--- config.mk ---
export PLATFORM = sky130hd
export DESIGN_NAME = double_ended_queue
export DESIGN_NICKNAME = d
export VERILOG_FILES = /design/src/rtl/dq_pkg.sv /design/src/rtl/dq_ctrl.sv /design/src/rtl/dq_datapath.sv /design/src/rtl/double_ended_queue.sv
export SDC_FILE = /design/constraint.sdc
export NUM_CORES = 1
export LEC_CHECK = 0
export BUFFER_PORTS_ARGS = -buffer_cell sky130_fd_sc_hd__buf_2
export CORE_MARGIN = 2
export CORE_UTILIZATION = 45
export DETAILED_ROUTE_END_ITERATION = 6
export PLACE_DENSITY = 0.58
export SLEW_MARGIN = 5
export SYNTH_ARGS = -nofsm -noshare
export SYNTH_HDL_FRONTEND = slang
export SYNTH_SLANG_ARGS = --single-unit
--- constraint.sdc ---
create_clock -name clk -period 8.71 [get_ports clk]
set_input_delay 0.871 -clock clk [delete_from_list [all_inputs] [get_ports clk]]
set_output_delay 0.871 -clock clk [all_outputs]
set_load 0.02 [all_outputs]
--- src/rtl/dq_pkg.sv ---
`timescale 1ns / 1ps

package dq_pkg;

	// Default sizes of the ring buffer.
	localparam int DEPTH_DEF = 16;
	localparam int WIDTH_DEF = 32;

	// Fixed widths of the request and response fields.
	localparam int REQ_W    = 2;
	localparam int VALUE_W  = 32;
	localparam int STATUS_W = 2;
	localparam int COUNT_W  = 5;

	// Request kinds.
	localparam logic [REQ_W-1:0] REQ_PUSH  = 2'd0;
	localparam logic [REQ_W-1:0] REQ_PEEK  = 2'd1;
	localparam logic [REQ_W-1:0] REQ_POP   = 2'd2;
	localparam logic [REQ_W-1:0] REQ_CLEAR = 2'd3;

	// Response status codes.
	localparam logic [STATUS_W-1:0] ST_OK    = 2'd0;
	localparam logic [STATUS_W-1:0] ST_FULL  = 2'd1;
	localparam logic [STATUS_W-1:0] ST_EMPTY = 2'd2;

	// Commands from the controller to the datapath.
	typedef struct packed {
		logic load;	// capture the request word
		logic exec;	// access the buffer and update the pointers
	} dq_cmd_t;

endpackage

--- src/rtl/dq_ctrl.sv ---
`timescale 1ns / 1ps

module dq_ctrl (
	input  logic           clk,
	input  logic           arst_n,
	input  logic           start,
	output logic           busy,
	output logic           done,
	output dq_pkg::dq_cmd_t cmd
);
	import dq_pkg::*;

	localparam logic [1:0] S_IDLE = 2'd0;
	localparam logic [1:0] S_EXEC = 2'd1;
	localparam logic [1:0] S_RESP = 2'd2;

	logic [1:0] state_q;
	logic       accept;

	// A request is taken whenever no access is in progress, also while a response shows.
	assign busy   = (state_q == S_EXEC);
	assign accept = start && !busy;
	assign done   = (state_q == S_RESP);

	assign cmd.load = accept;
	assign cmd.exec = (state_q == S_EXEC);

	// Sequence: capture, buffer access, response.
	always_ff @(posedge clk or negedge arst_n) begin
		if (!arst_n) begin
			state_q <= S_IDLE;
		end else begin
			case (state_q)
				S_IDLE: begin
					if (accept) state_q <= S_EXEC;
				end
				S_EXEC: begin
					state_q <= S_RESP;
				end
				S_RESP: begin
					state_q <= accept ? S_EXEC : S_IDLE;
				end
				default: begin
					state_q <= S_IDLE;
				end
			endcase
		end
	end

endmodule

--- src/rtl/dq_datapath.sv ---
`timescale 1ns / 1ps

module dq_datapath #(
	parameter int DEPTH = dq_pkg::DEPTH_DEF,
	parameter int WIDTH = dq_pkg::WIDTH_DEF
) (
	input  logic                          clk,
	input  logic                          arst_n,
	input  dq_pkg::dq_cmd_t               cmd,
	input  logic [dq_pkg::REQ_W-1:0]      req_type,
	input  logic                          at_front,
	input  logic [dq_pkg::VALUE_W-1:0]    item_value,
	output logic [dq_pkg::STATUS_W-1:0]   status,
	output logic [dq_pkg::VALUE_W-1:0]    read_value,
	output logic [dq_pkg::COUNT_W-1:0]    entry_count
);
	import dq_pkg::*;

	localparam int IW = (DEPTH > 1) ? $clog2(DEPTH) : 1;
	localparam int CW = $clog2(DEPTH + 1);
	localparam logic [IW-1:0] LAST_IDX = IW'(DEPTH - 1);
	localparam logic [CW-1:0] FULL_CNT = CW'(DEPTH);

	// Captured request.
	logic [REQ_W-1:0]   req_q;
	logic               front_q;
	logic [WIDTH-1:0]   word_q;

	// Ring pointers and fill level.
	logic [IW-1:0]      head_q;
	logic [IW-1:0]      tail_q;
	logic [CW-1:0]      count_q;

	// Response registers.
	logic [STATUS_W-1:0] status_q;
	logic                rd_ok_q;
	logic [WIDTH-1:0]    rd_q;

	logic [WIDTH-1:0]    slot_mem [DEPTH];

	logic [WIDTH+VALUE_W-1:0] wr_ext;
	logic [WIDTH+VALUE_W-1:0] rd_ext;
	logic [CW+COUNT_W-1:0]    cnt_ext;

	logic [IW-1:0] head_prev, head_next, tail_prev, tail_next;
	logic          is_full, is_empty;
	logic          do_push, do_read, do_pop;
	logic [IW-1:0] wr_idx, rd_idx;

	// The stored word keeps the low WIDTH bits of the pushed value.
	assign wr_ext = {{WIDTH{1'b0}}, item_value};

	// Capture the request when it is accepted.
	always_ff @(posedge clk) begin
		if (cmd.load) begin
			req_q   <= req_type;
			front_q <= at_front;
			word_q  <= wr_ext[WIDTH-1:0];
		end
	end

	// Neighbouring slots around the ring.
	assign head_prev = (head_q == '0) ? LAST_IDX : head_q - 1'b1;
	assign head_next = (head_q == LAST_IDX) ? '0 : head_q + 1'b1;
	assign tail_prev = (tail_q == '0) ? LAST_IDX : tail_q - 1'b1;
	assign tail_next = (tail_q == LAST_IDX) ? '0 : tail_q + 1'b1;

	assign is_full  = (count_q == FULL_CNT);
	assign is_empty = (count_q == '0);

	// Decode of the access for this request.
	assign do_push = cmd.exec && (req_q == REQ_PUSH) && !is_full;
	assign do_read = cmd.exec && ((req_q == REQ_PEEK) || (req_q == REQ_POP)) && !is_empty;
	assign do_pop  = do_read && (req_q == REQ_POP);
	assign wr_idx  = front_q ? head_prev : tail_q;
	assign rd_idx  = front_q ? head_q : tail_prev;

	// Buffer storage with a registered read port.
	always_ff @(posedge clk) begin
		if (do_push) slot_mem[wr_idx] <= word_q;
		if (do_read) rd_q <= slot_mem[rd_idx];
	end

	// Pointer, count and status update.
	always_ff @(posedge clk or negedge arst_n) begin
		if (!arst_n) begin
			head_q   <= '0;
			tail_q   <= '0;
			count_q  <= '0;
			status_q <= ST_OK;
			rd_ok_q  <= 1'b0;
		end else if (cmd.exec) begin
			rd_ok_q  <= do_read;
			case (req_q)
				REQ_PUSH: begin
					if (is_full) begin
						status_q <= ST_FULL;
					end else begin
						status_q <= ST_OK;
						if (front_q) head_q <= head_prev;
						else         tail_q <= tail_next;
						count_q <= count_q + 1'b1;
					end
				end
				REQ_PEEK: begin
					status_q <= is_empty ? ST_EMPTY : ST_OK;
				end
				REQ_POP: begin
					if (is_empty) begin
						status_q <= ST_EMPTY;
					end else begin
						status_q <= ST_OK;
						if (front_q) head_q <= head_next;
						else         tail_q <= tail_prev;
						count_q <= count_q - 1'b1;
					end
				end
				REQ_CLEAR: begin
					status_q <= ST_OK;
					head_q   <= '0;
					tail_q   <= '0;
					count_q  <= '0;
				end
				default: begin
					status_q <= ST_OK;
				end
			endcase
		end
	end

	// Response word: read data only for a successful peek or pop.
	assign rd_ext      = {{VALUE_W{1'b0}}, rd_q};
	assign cnt_ext     = {{COUNT_W{1'b0}}, count_q};
	assign status      = status_q;
	assign read_value  = rd_ok_q ? rd_ext[VALUE_W-1:0] : '0;
	assign entry_count = cnt_ext[COUNT_W-1:0];

endmodule

--- src/rtl/double_ended_queue.sv ---
`timescale 1ns / 1ps

// Bounded double-ended queue held in a ring buffer of DEPTH words.
// Request channel: a word is taken at a rising edge where start is high and
// busy is low; req_type selects push, peek, pop or clear and at_front picks
// the end acted on. item_value is stored by a push, low WIDTH bits kept.
// Response channel: done is high for exactly one cycle per request, with
// status (ok, full or empty), read_value (0 unless a peek or pop succeeds)
// and entry_count, the number of entries held after the request.
// Each request is captured at acceptance, then the buffer is accessed with
// its registered read port, and the response shows in the state after that.
// No new request is taken while an access runs; busy is high only during the
// access cycle, so a new request may be given while a response shows.
// The receiver cannot stall; a response is gone after its cycle.
// Reset empties the queue and clears both pointers; the buffer contents are
// not cleared, and only slots holding entries are ever read.
module double_ended_queue #(
	parameter int DEPTH = dq_pkg::DEPTH_DEF,
	parameter int WIDTH = dq_pkg::WIDTH_DEF
) (
	input  logic                          clk,
	input  logic                          arst_n,
	input  logic                          start,
	output logic                          busy,
	input  logic [dq_pkg::REQ_W-1:0]      req_type,
	input  logic                          at_front,
	input  logic [dq_pkg::VALUE_W-1:0]    item_value,
	output logic                          done,
	output logic [dq_pkg::STATUS_W-1:0]   status,
	output logic [dq_pkg::VALUE_W-1:0]    read_value,
	output logic [dq_pkg::COUNT_W-1:0]    entry_count
);
	import dq_pkg::*;

	dq_cmd_t cmd;

	// Sequencing of each request.
	dq_ctrl u_ctrl (
		.clk    (clk),
		.arst_n (arst_n),
		.start  (start),
		.busy   (busy),
		.done   (done),
		.cmd    (cmd)
	);

	// Buffer, pointers and response registers.
	dq_datapath #(
		.DEPTH (DEPTH),
		.WIDTH (WIDTH)
	) u_datapath (
		.clk         (clk),
		.arst_n      (arst_n),
		.cmd         (cmd),
		.req_type    (req_type),
		.at_front    (at_front),
		.item_value  (item_value),
		.status      (status),
		.read_value  (read_value),
		.entry_count (entry_count)
	);

endmodule
==> summary.txt, run 1 <==
Critical path
  • Critical Path RT: 9.07 ns
  • Crit Path Class: flip-flop to flip-flop
  • Startpoint types: flip-flop
  • CP Capture Type: flip-flop
  • Max FO, Critical Path: 95
  • Critical path data arrival time: 4.24 ns
  • R2R setup slack: 4.82 ns

Global route
  • First-pass GRT wire length: around 74000 um
  • All-Layer GR Usage: 19.3%
  • Antenna violations before repair: 0
  • Vias in the first global route: 11200
  • Grt ovf: 0
  • Largest net degree at the start of global routing: 96

Routing
  • Routed Wire Length: 50000 um
  • 1st-pass router iterations: 5
  • DRC violation count after routing: 0
  • DR vias/cell: roughly 5.6
  • Routed Antenna Nets: 0
  • Wirelength per Cell: around 26 um
  • Vias: 10800
  • Detailed Route Iter0 Violations: roughly 1000

Die
  • Die Y: 230 um
  • Core area: 50300 sq um
  • Num ports: 79
  • Die Span X: 230 um
  • Starting Density: roughly 46%
  • FP Rows: 82
  • Die area: 52900 sq um

Timing
  • Final hold vios: 0
  • Ratio of final minimum period to clock period: 44.7%
  • Total negative slack: 0 ns
  • Worst slew pin tran: 1.12 ns
  • Slew HR: 25.2%
  • Clock Skew: 0.0230 ns
  • FMAX: around 260 MHz
  • Final setup violation count: 0
  • Slew Limit Fails: 0
  • RSZ-0062 raised after global routing: false
  • Final worst path period need: 3.89 ns

Cells and area
  • Commonest non-fill, non-tap cell in the layout: edfxtp_1
  • Most frequent cells in the layout: 579 x edfxtp_1, 128 x mux4_2, 78 x buf_2, 67 x a22oi_1, 60 x clkbuf_16
  • # diodes: 0
  • P&R area growth vs syn: 13.9%
  • Post-route cell area: 26200 sq um
  • Final net count: 1249
  • FILL cells: 3989
  • Layout cells sized above 1: 28.1%

Clock network
  • H-tree lvl count: 2
  • CTS Buf Count: approximately 60
  • Post-CTS resize count: 0
  • # hold bufs at CTS: 0
  • CTS clk-pin slew, worst paths: approximately 0.060 ns
  • Clock tree sinks: 597
  • CTS tree: built
  • Root buffer cell: clkbuf_16
  • Worst-Skew Late Latency: 0.62 ns
  • Post-CTS setup buffers: 0
  • CTS Buffer Depth: 3

Yosys
  • Avg Inst Size Synth: 21.2 sq um
  • Async SR Flop Fraction: 3.02%
  • YS warnings: 0
  • Syn Inst Count: 1086
  • Seq cells post-synth: 597
  • Cell area after synthesis: 23000 sq um
  • Synthesized Nets: 1137
  • Number of flops mapped to enable cells by yosys: 579
  • Sequential area share after synthesis: between 70% and 80%
  • Ys flop type: edfxtp_1
  • Yosys cell types: 55

Placed design
  • Placed inst area: about 24000 sq um
  • Routability cong.: around 0.77
  • Buffers on Ports: 78
  • DP HPWL: 25100 um

Power
  • Leak: 0.00852 uW
  • Power per Cell Area: ~300 nW/um^2
  • Worst vdd ir: 0.252 mV

Job
  • Max-cap violation count: 0

Min path
  • Worst hold path type: primary input to asynchronous set/reset pin

Run status
  • Status: completed
==> metal layers <==
metal,share of wire (%),GRT usage [%],vias up,wire length [um]
met4,2.1,5.44,0,1070
met5,0,0,-,0
met3,5.2,2.90,69,2600
li1,-,-,4715,-
met1,42,26.1,5723,21200
met2,50,32.7,312,25100
==> worst max-delay path, cell delays in order, from the launching register on <==
cell and delay, ns:
dfrtp_1 0.48, inv_1 0.08, ha_1 0.28, nor2b_1 0.18, a221oi_4 0.29, buf_4 0.60
buf_12 0.68, mux4_2 0.59, a22oi_1 0.26, nand2_1 0.09
==> stage by stage <==
step           std cells  setup slack [ns]  utilization, %  total power (uW)  hold slack (ns)
2_1_floorplan       1086              5.46               -              5030            0.426
3_3_place_gp        1809              4.81            48.3              5520            0.441
3_5_place_dp        1809              4.75            48.3              5540            0.444
4_1_cts             1915              4.73            52.0              8040            0.182
5_1_grt             1915              4.49            52.0              8280            0.226
6_report            1915              4.82            52.0              7930            0.190
==> cell usage after synthesis, types with 2 or more instances <==
cell	n	area share, %
nand2_1	59	0.96
o21a_1	2	0.065
nor2_1	23	0.38
nor2b_1	6	0.16
a22oi_1	67	2.2
a21o_1	2	0.065
o41ai_1	2	0.076
o31ai_1	3	0.098
nor3b_1	2	0.065
o21bai_1	2	0.065
buf_1	2	0.033
inv_1	12	0.20
and3_1	3	0.082
or2_2	3	0.082
buf_6	8	0.39
buf_4	12	0.39
ha_1	12	0.65
nand2b_1	9	0.25
o221ai_1	2	0.076
mux2i_1	4	0.17
dfrtp_1	18	2.0
a311oi_1	2	0.076
mux4_2	128	13
a2bb2oi_1	2	0.076
and2_1	35	0.95
a21oi_1	10	0.22
buf_2	12	0.26
nor3_1	2	0.044
xnor2_1	2	0.076
edfxtp_1	579	76
or3_1	2	0.054
clkbuf_1	19	0.31
o21ai_0	18	0.39
==> power by group <==
part	leakage (uW)	switching (uW)	internal (uW)
logic	0.00213	1090	906
clock network	0.000931	1040	1450
registers	0.00546	120	3310
total	0.00852	2260	5670
==> worst paths after layout <==
path / from / endpoint / cells past startpoint
max: u_datapath.tail_q[0]$_DFFE_PN0P_ / u_datapath.rd_q[18]$_DFFE_PP_ / 9
min: arst_n / u_ctrl.state_q[0]$_DFFE_PN0P_ / 1
max reg2reg: u_datapath.tail_q[0]$_DFFE_PN0P_ / u_datapath.rd_q[18]$_DFFE_PP_ / 9
min reg2reg: u_ctrl.state_q[0]$_DFFE_PN0P_ / u_ctrl.state_q[0]$_DFFE_PN0P_ / 1
max in group asynchronous: arst_n / u_datapath.entry_count[4]$_DFFE_PN0P_ / 1
min in group clk: item_value[30] / u_datapath.word_q[30]$_DFFE_PP_ / 1
==> sequential cells by signal, indices dropped and copies added, names as in the netlist <==
name,cells
u_ctrl.state_q,2
u_datapath.entry_count,5
u_datapath.front_q,1
u_datapath.head_q,4
u_datapath.rd_ok_q,1
u_datapath.rd_q,32
u_datapath.req_q,2
u_datapath.slot_mem,512
u_datapath.status,2
u_datapath.tail_q,4
u_datapath.word_q,32
==> cells by family after synthesis <==
family | count (synthesis) | synth area share, %
AOI/OAI and AO/OA | 124 | 3.87
xor gates and xnor gates | 3 | 0.114
adders and majority gates | 13 | 0.741
buffers and inverters | 66 | 1.60
DFF | 597 | 77.7
muxes | 133 | 12.8
and+or+nand+nor | 150 | 3.25
==> cell type report <==
cell class                 instances  area (sq um)  share of cell area [%]
multi-input combinational        423          4940                    18.9
inverter                          13          48.8                   0.187
clock buffer                      74          1570                    6.02
sequential                       597         17800                    68.2
tap                              672           841                    3.21
clock inverter                    32           319                    1.22
timing repair buffer             104           598                    2.29
Power figures use the tool's default switching activity.
==> run 2: changes to the inputs <==
--- a/config.mk
+++ b/config.mk
@@ -5,11 +5,12 @@
 export SDC_FILE = /design/constraint.sdc
 export NUM_CORES = 1
 export LEC_CHECK = 0
+export ABC_AREA = 1
 export BUFFER_PORTS_ARGS = -buffer_cell sky130_fd_sc_hd__buf_2
 export CORE_MARGIN = 2
 export CORE_UTILIZATION = 45
 export DETAILED_ROUTE_END_ITERATION = 6
-export PLACE_DENSITY = 0.58
+export PLACE_DENSITY = 0.6
 export SLEW_MARGIN = 5
 export SYNTH_ARGS = -nofsm -noshare
 export SYNTH_HDL_FRONTEND = slang
==> constraint.sdc (replaced) <==
create_clock -name clk -period 3.2 [get_ports clk]
set_input_delay 0.32 -clock clk [delete_from_list [all_inputs] [get_ports clk]]
set_output_delay 0.32 -clock clk [all_outputs]
set_load 0.02 [all_outputs]
==> summary.txt, run 2 <==
Cells and area
  • Layout cells sized above 1: 10.5% (was 28.1%)
  • Register cell area after layout: 17800 sq um (about the same)
  • Most frequent cells in the layout: 616 x nand2_1, 594 x nand3_1, 579 x edfxtp_1, 316 x inv_1, 78 x buf_2 (was 579 x edfxtp_1, 128 x mux4_2, 78 x buf_2, 67 x a22oi_1, 60 x clkbuf_16)
  • P&R area growth vs syn: 15.0% (was 13.9%)
  • # diodes: 0 (unchanged)
  • Number of flip-flops in the largest register: 512 (unchanged)
  • Multi-input logic area: 6130 sq um (was 4940 sq um)
  • FILL cells: 4988 (was 3989)
  • Final net count: 2520 (was 1249)
  • Fin cells: 3276 (was 1915)
  • Largest regs: u_datapath.slot_mem: 512 flops, u_datapath.rd_q: 32 flops, u_datapath.word_q: 32 flops (unchanged)
  • Top reg by flops: u_datapath.slot_mem (unchanged)
  • Commonest non-fill, non-tap cell in the layout: nand2_1 (was edfxtp_1)

Power
  • Logic pwr share: 33.9% (was 25.2%)
  • Clock share of power: 27.2% (was 31.4%)
  • Sequential power share: 39.0% (was 43.3%)
  • P_sw: 9740 uW (was 2260 uW)
  • Power per Cell Area: 880 nW/um^2 (was 303 nW/um^2)
  • P_int: 16200 uW (was 5670 uW)
  • Worst vdd ir: 0.966 mV (was 0.252 mV)
  • Leak: 0.0122 uW (was 0.00852 uW)
  • Switch share: 37.5% (was 28.5%)
  • Tot Pwr: 26000 uW (was 7930 uW)

Yosys
  • Synth cell count leaders: 616 x nand2_1, 594 x nand3_1, 579 x edfxtp_1 (was 579 x edfxtp_1, 128 x mux4_2, 67 x a22oi_1)
  • Async SR Flop Fraction: 3.02% (unchanged)
  • Syn Inst Count: 2369 (was 1086)
  • Synth top area cells: edfxtp_1 68%, nand3_1 12%, nand2_1 9.0% (was edfxtp_1 76%, mux4_2 13%, a22oi_1 2.2%)
  • Count leader, synth: nand2_1 (was edfxtp_1)
  • Number of flops mapped to enable cells by yosys: 579 (unchanged)
  • Seq cells post-synth: 597 (unchanged)
  • Area leader, netlist: edfxtp_1 (unchanged)
  • Synth top area share: 67.7% (was 75.7%)
  • YS warnings: 0 (unchanged)
  • Ys flop type: edfxtp_1 (unchanged)
  • Sequential area share after synthesis: 69.5% (was 77.7%)
  • Yosys cell types: 33 (was 55)
  • Synthesized Nets: 2420 (was 1137)
  • Avg Inst Size Synth: 10.8 sq um (was 21.2 sq um)
  • Cell area after synthesis: 25700 sq um (was 23000 sq um)

Global route
  • Grt ovf: 0 (unchanged)
  • Antenna violations before repair: 0 (unchanged)
  • First-pass GRT wire length: 99100 um (was 73900 um)
  • Vias in the first global route: 17000 (was 11200)
  • All-Layer GR Usage: 21.7% (was 19.3%)
  • Largest net degree at the start of global routing: 129 (was 96)

Clock network
  • CTS tree: built (unchanged)
  • Worst-Skew Late Latency: 0.62 ns (about the same)
  • H-tree lvl count: 2 (unchanged)
  • Clock tree sinks: 597 (unchanged)
  • CTS Buf Count: 61 (was 59)
  • CTS clk-pin slew, worst paths: 0.06 ns (about the same)
  • Post-CTS setup buffers: 0 (unchanged)
  • CTS Buffer Depth: 3 (unchanged)
  • Post-CTS resize count: 0 (unchanged)
  • Root buffer cell: clkbuf_16 (unchanged)

Timing
  • Clock Skew: 0.0123 ns (was 0.0230 ns)
  • Final worst path period need: 2.78 ns (was 3.89 ns)
  • Slew HR: 41.6% (was 25.2%)
  • WHS: 0.182 ns (was 0.190 ns)
  • Ratio of final minimum period to clock period: 86.7% (was 44.7%)
  • Final hold vios: 0 (unchanged)
  • Worst slew pin tran: 0.876 ns (was 1.12 ns)
  • Final setup violation count: 0 (unchanged)
  • FMAX: 360 MHz (was 257 MHz)
  • RSZ-0062 raised after global routing: false (unchanged)
  • Slew Limit Fails: 0 (unchanged)
  • Total negative slack: 0 ns (unchanged)
  • Fin worst setup slack: 0.425 ns (was 4.82 ns)

Die
  • Die Span X: 243 um (was 230 um)
  • Core area: 56400 sq um (was 50300 sq um)
  • Starting Density: 45.5% (was 45.7%)
  • Die area: 59000 sq um (was 52900 sq um)
  • Die Y: 243 um (was 230 um)
  • Num ports: 79 (unchanged)
  • FP Rows: 87 (was 82)

Placed design
  • DP Worst Slack: 0.436 ns (was 4.75 ns)
  • Placed cell count: 3125 (was 1809)
  • DP HPWL: 35600 um (was 25100 um)
  • Buffers on Ports: 78 (unchanged)
  • Routability cong.: 0.833 (was 0.765)

Critical path
  • Startpoint types: flip-flop (unchanged)
  • R2R setup slack: 0.42 ns (was 4.82 ns)
  • Crit Path Class: flip-flop to flip-flop (unchanged)
  • CP max-delay cell: dfrtp_1 (was buf_12)
  • Critical Path Max Stage Delay: 0.41 ns (was 0.68 ns)
  • Critical Path RT: 3.51 ns (was 9.07 ns)
  • Buf/Inv on CP: 2 (was 3)
  • Critical path's top delay family: simple AND/OR/NAND/NOR gates (was buffers and inverters)
  • CP cell instances: inv_1, ha_1, xnor2_1, or2_2, o21ai_1, nand3_1, nor2_4, buf_12 (was inv_1, ha_1, nor2b_1, a221oi_4, buf_4, buf_12, mux4_2, a22oi_1, nand2_1)
  • CP Capture Type: flip-flop (unchanged)
  • Max FO, Critical Path: 25 (was 95)
  • Critical path data arrival time: 3.08 ns (was 4.24 ns)

Routing
  • DRC violation count after routing: 0 (unchanged)
  • Vias: 17300 (was 10800)
  • Wirelength per Cell: 19.5 um (was 26.1 um)
  • Routed Antenna Nets: 0 (unchanged)
  • Routed Wire Length: 64000 um (was 50000 um)
  • DR vias/cell: 5.27 (was 5.65)
  • 1st-pass router iterations: 7 (was 5)
  • Detailed Route Iter0 Violations: 1775 (was 1022)

Job
  • Max-cap violation count: 0 (unchanged)

Min path
  • Worst hold path type: primary input to asynchronous set/reset pin (unchanged)

Run status
  • Status: completed (unchanged)
[run 2: changes by cell type after synthesis, moves of 67 or more]
cell / change
nand2_1: +557
inv_1: +306
a22oi_1: -67
nand3_1: +593
buf_2: +81
mux4_2: -128
[run 2: per-stage QoR]
stage               cell area (sq um)  util [%]
finish                          29500      52.4
detailed placement              27200      48.2
global placement                27200      48.2
global route                    29500      52.4
CTS                             29500      52.4
floorplan                       25700         -
[run 2: logic make-up after synthesis]
family                   synth area share, %
flip-flops                              69.5
XOR/XNOR                               0.307
adder cells (fa/ha/maj)                0.663
AO/OA/AOI/OAI                          0.823
AND/OR/NAND/NOR                         21.3
buffers and inverters                   7.40
[run 2: power by group through the flow]
stage | Combinational [uW] | Clock, uW | Sequential [uW]
after global routing | 9770 | 7500 | 10200
after detailed placement | 8780 | 0 | 10300
after floorplan | 6030 | 0 | 10000
final | 8800 | 7050 | 10100
after CTS | 8850 | 7210 | 10100
after global placement | 8700 | 0 | 10300
[run 2: cell type report]
type	instances	area share [%]
Clock buffer	77	5.59
Clock inverter	37	1.12
Inverter	327	4.17
Multi-Input combinational cell	1308	20.8
Sequential cell	597	60.4
Tap cell	756	3.20
Timing Repair Buffer	174	4.75
[run 2: routing by layer]
layer / vias to the layer above / global-route usage (%) / share of wire, %
met3: 113 / 2.80 / 6.5
met4: 0 / 7.40 / 2.7
met2: 648 / 35.8 / 48
met5: - / 0 / 0
met1: 8320 / 29.8 / 43
li1: 8173 / - / -
[run 2: worst paths after layout]
path / start / endpoint / cells past startpoint
max reg2reg: u_datapath.head_q[0]$_DFFE_PN0P_ / u_datapath.slot_mem[12][14]$_DFFE_PP_ / 8
min in group clk: item_value[12] / u_datapath.word_q[12]$_DFFE_PP_ / 2
max in group asynchronous: arst_n / u_datapath.rd_ok_q$_DFFE_PN0P_ / 2
max: u_datapath.head_q[0]$_DFFE_PN0P_ / u_datapath.slot_mem[12][14]$_DFFE_PP_ / 8
min: arst_n / u_datapath.entry_count[0]$_DFFE_PN0P_ / 2
min reg2reg: u_datapath.status[0]$_DFFE_PN0P_ / u_datapath.status[0]$_DFFE_PN0P_ / 2
[run 2: timing repair]
action,4_1_cts,5_1_grt
hold buffers,37,0
endpoints found under the hold margin,54,0
setup endpoints to repair,0,0
==> run 3: changes to the inputs <==
--- a/config.mk
+++ b/config.mk
@@ -8,9 +8,9 @@
 export ABC_AREA = 1
 export BUFFER_PORTS_ARGS = -buffer_cell sky130_fd_sc_hd__buf_2
 export CORE_MARGIN = 2
-export CORE_UTILIZATION = 45
+export CORE_UTILIZATION = 40
 export DETAILED_ROUTE_END_ITERATION = 6
-export PLACE_DENSITY = 0.6
+export PLACE_DENSITY = 0.54
 export SLEW_MARGIN = 5
 export SYNTH_ARGS = -nofsm -noshare
 export SYNTH_HDL_FRONTEND = slang
==> summary.txt, run 3 (synthesized netlist as in run 2, its figures left out) <==
Run status
  • Status: completed (unchanged)

Die
  • Die area: 66200 sq um (was 59000 sq um)
  • Starting Density: 40.6% (was 45.5%)
  • Num ports: 79 (unchanged)
  • Core area: 63300 sq um (was 56400 sq um)
  • FP Rows: 92 (was 87)
  • Die Y: 257 um (was 243 um)
  • Die Span X: 257 um (was 243 um)

Critical path
  • CP Capture Type: flip-flop (unchanged)
  • Startpoint types: flip-flop (unchanged)
  • Crit Path Class: flip-flop to flip-flop (unchanged)
  • Critical path data arrival time: 3.06 ns (was 3.08 ns)
  • Max FO, Critical Path: 19 (was 25)
  • Critical Path RT: 3.45 ns (was 3.51 ns)

Global route
  • Vias in the first global route: 16900 (was 17000)
  • Largest net degree at the start of global routing: 146 (was 129)
  • Antenna violations before repair: 0 (unchanged)
  • Grt ovf: 0 (unchanged)
  • All-Layer GR Usage: 20.1% (was 21.7%)
  • First-pass GRT wire length: 102000 um (was 99100 um)

Cells and area
  • Layout cells sized above 1: 10.1% (was 10.5%)
  • Number of flip-flops in the largest register: 512 (unchanged)
  • Top reg by flops: u_datapath.slot_mem (unchanged)
  • Commonest non-fill, non-tap cell in the layout: nand2_1 (unchanged)
  • Fin cells: 3362 (was 3276)
  • Most frequent cells in the layout: 616 x nand2_1, 594 x nand3_1, 579 x edfxtp_1, 316 x inv_1, 78 x buf_2 (unchanged)
  • FILL cells: 5848 (was 4988)
  • P&R area growth vs syn: 15.7% (was 15.0%)
  • Largest regs: u_datapath.slot_mem: 512 flops, u_datapath.rd_q: 32 flops, u_datapath.word_q: 32 flops (unchanged)
  • Final net count: 2514 (was 2520)

Routing
  • 1st-pass router iterations: 7 (unchanged)
  • DRC violation count after routing: 0 (unchanged)
  • Routed Wire Length: 66300 um (was 64000 um)
  • Vias: 17200 (was 17300)
  • DR vias/cell: 5.12 (was 5.27)
  • Routed Antenna Nets: 0 (unchanged)
  • Detailed Route Iter0 Violations: 1412 (was 1775)
  • Wirelength per Cell: 19.7 um (was 19.5 um)

Timing
  • Slew HR: 29.6% (was 41.6%)
  • Ratio of final minimum period to clock period: 87.8% (was 86.7%)
  • WHS: 0.0382 ns (was 0.182 ns)
  • Clock Skew: 0.0120 ns (was 0.0123 ns)
  • Total negative slack: 0 ns (unchanged)
  • Final worst path period need: 2.81 ns (was 2.78 ns)
  • RSZ-0062 raised after global routing: false (unchanged)
  • Final setup violation count: 0 (unchanged)
  • Slew Limit Fails: 0 (unchanged)
  • Worst slew pin tran: 1.06 ns (was 0.876 ns)
  • FMAX: 356 MHz (was 360 MHz)
  • Final hold vios: 0 (unchanged)

Clock network
  • Post-CTS setup buffers: 0 (unchanged)
  • Worst-Skew Late Latency: 0.60 ns (was 0.62 ns)
  • CTS Buffer Depth: 3 (unchanged)
  • CTS Buf Count: 67 (was 61)
  • Root buffer cell: clkbuf_16 (unchanged)
  • Clock tree sinks: 597 (unchanged)
  • CTS clk-pin slew, worst paths: 0.06 ns (about the same)
  • CTS tree: built (unchanged)
  • H-tree lvl count: 3 (was 2)

Placed design
  • Placed cell count: 3204 (was 3125)
  • Routability cong.: 0.825 (was 0.833)
  • DP HPWL: 35800 um (was 35600 um)
  • Buffers on Ports: 78 (unchanged)

Power
  • Worst vdd ir: 0.776 mV (was 0.966 mV)
  • Leak: 0.0122 uW (about the same)
  • Power per Cell Area: 885 nW/um^2 (was 880 nW/um^2)

Job
  • Max-cap violation count: 0 (unchanged)

Min path
  • Worst hold path type: primary input to flip-flop (was primary input to asynchronous set/reset pin)
run 3: cell count changes in the layout (fill, tap and decap cells not counted), moves of 2 or more:
cell | previous run | this run
buf_12 | 16 | 24
buf_4 | 43 | 24
clkbuf_16 | 63 | 69
bufinv_16 | 6 | 2
inv_6 | 1 | 3
clkinv_2 | 14 | 10
clkbuf_1 | 12 | 19
clkinv_8 | 0 | 2
run 3: final timing paths:
| kind | depth (start not counted) | from | to | slack (ns) |
|---|---|---|---|---|
| worst max-delay path | 8 | u_datapath.head_q[0]$_DFFE_PN0P_ | u_datapath.slot_mem[14][21]$_DFFE_PP_ | 0.39 |
| worst min-delay path | 3 | start | u_ctrl.state_q[0]$_DFFE_PN0P_ | 0.04 |
| worst max register to register | 8 | u_datapath.head_q[0]$_DFFE_PN0P_ | u_datapath.slot_mem[14][21]$_DFFE_PP_ | 0.39 |
| worst min register to register | 2 | u_datapath.status[0]$_DFFE_PN0P_ | u_datapath.status[0]$_DFFE_PN0P_ | 0.49 |
| max in group asynchronous | 2 | arst_n | u_datapath.rd_ok_q$_DFFE_PN0P_ | 2.68 |
| min in group asynchronous | 2 | arst_n | u_datapath.entry_count[2]$_DFFE_PN0P_ | 0.19 |
run 3: cell type report:
type / instances / area [sq um] / area share [%]
flip-flops and latches: 597 / 17800 / 60.0
multi-input cells: 1308 / 6130 / 20.6
clock buffers: 89 / 1810 / 6.10
repair buffers: 162 / 1410 / 4.75
inverters: 327 / 1230 / 4.14
well taps: 846 / 1060 / 3.56
clock inverters: 32 / 229 / 0.771
diodes: 1 / 2.50 / 0.00842
run 3: critical path, stage by stage, from the launching register on:
cell,delay (ns)
dfrtp_1,0.42
inv_1,0.18
ha_1,0.28
xnor2_1,0.16
or2_2,0.28
o21ai_1,0.17
nand3_1,0.39
nor2_4,0.21
buf_4,0.36
run 3: power breakdown:
| part | internal (uW) | total, uW | switching [uW] |
|---|---|---|---|
| logic | 2630 | 8900 | 6280 |
| clock network | 4150 | 7210 | 3060 |
| registers | 9520 | 10200 | 652 |
run 3: repair_timing:
item                                    4_1_cts  5_1_grt
hold buffers                                 36        0
hold endpoints to repair                     53        0
gates resized for setup                       0        0
endpoints found under the setup margin        0        0
run 3: through the flow:
| step | power [uW] | utilization [%] | area (sq um) | worst slack (ns) |
|---|---|---|---|---|
| final | 26300 | 46.9 | 29700 | 0.391 |
| after global routing | 27800 | 46.9 | 29700 | 0.227 |
| after CTS | 26600 | 46.9 | 29700 | 0.430 |
| after detailed placement | 19300 | 43.1 | 27300 | 0.458 |
| after global placement | 19100 | 43.1 | 27300 | 0.527 |
| after floorplan | 16000 | - | 25700 | 0.0265 |
run 3: per-layer routing:
metal	GRT usage, %	wire [um]	part of all wire (%)
met5	0	0	0
met2	33.2	32100	48
met1	27.2	28900	44
met4	6.25	1460	2.2
met3	3.26	3830	5.8
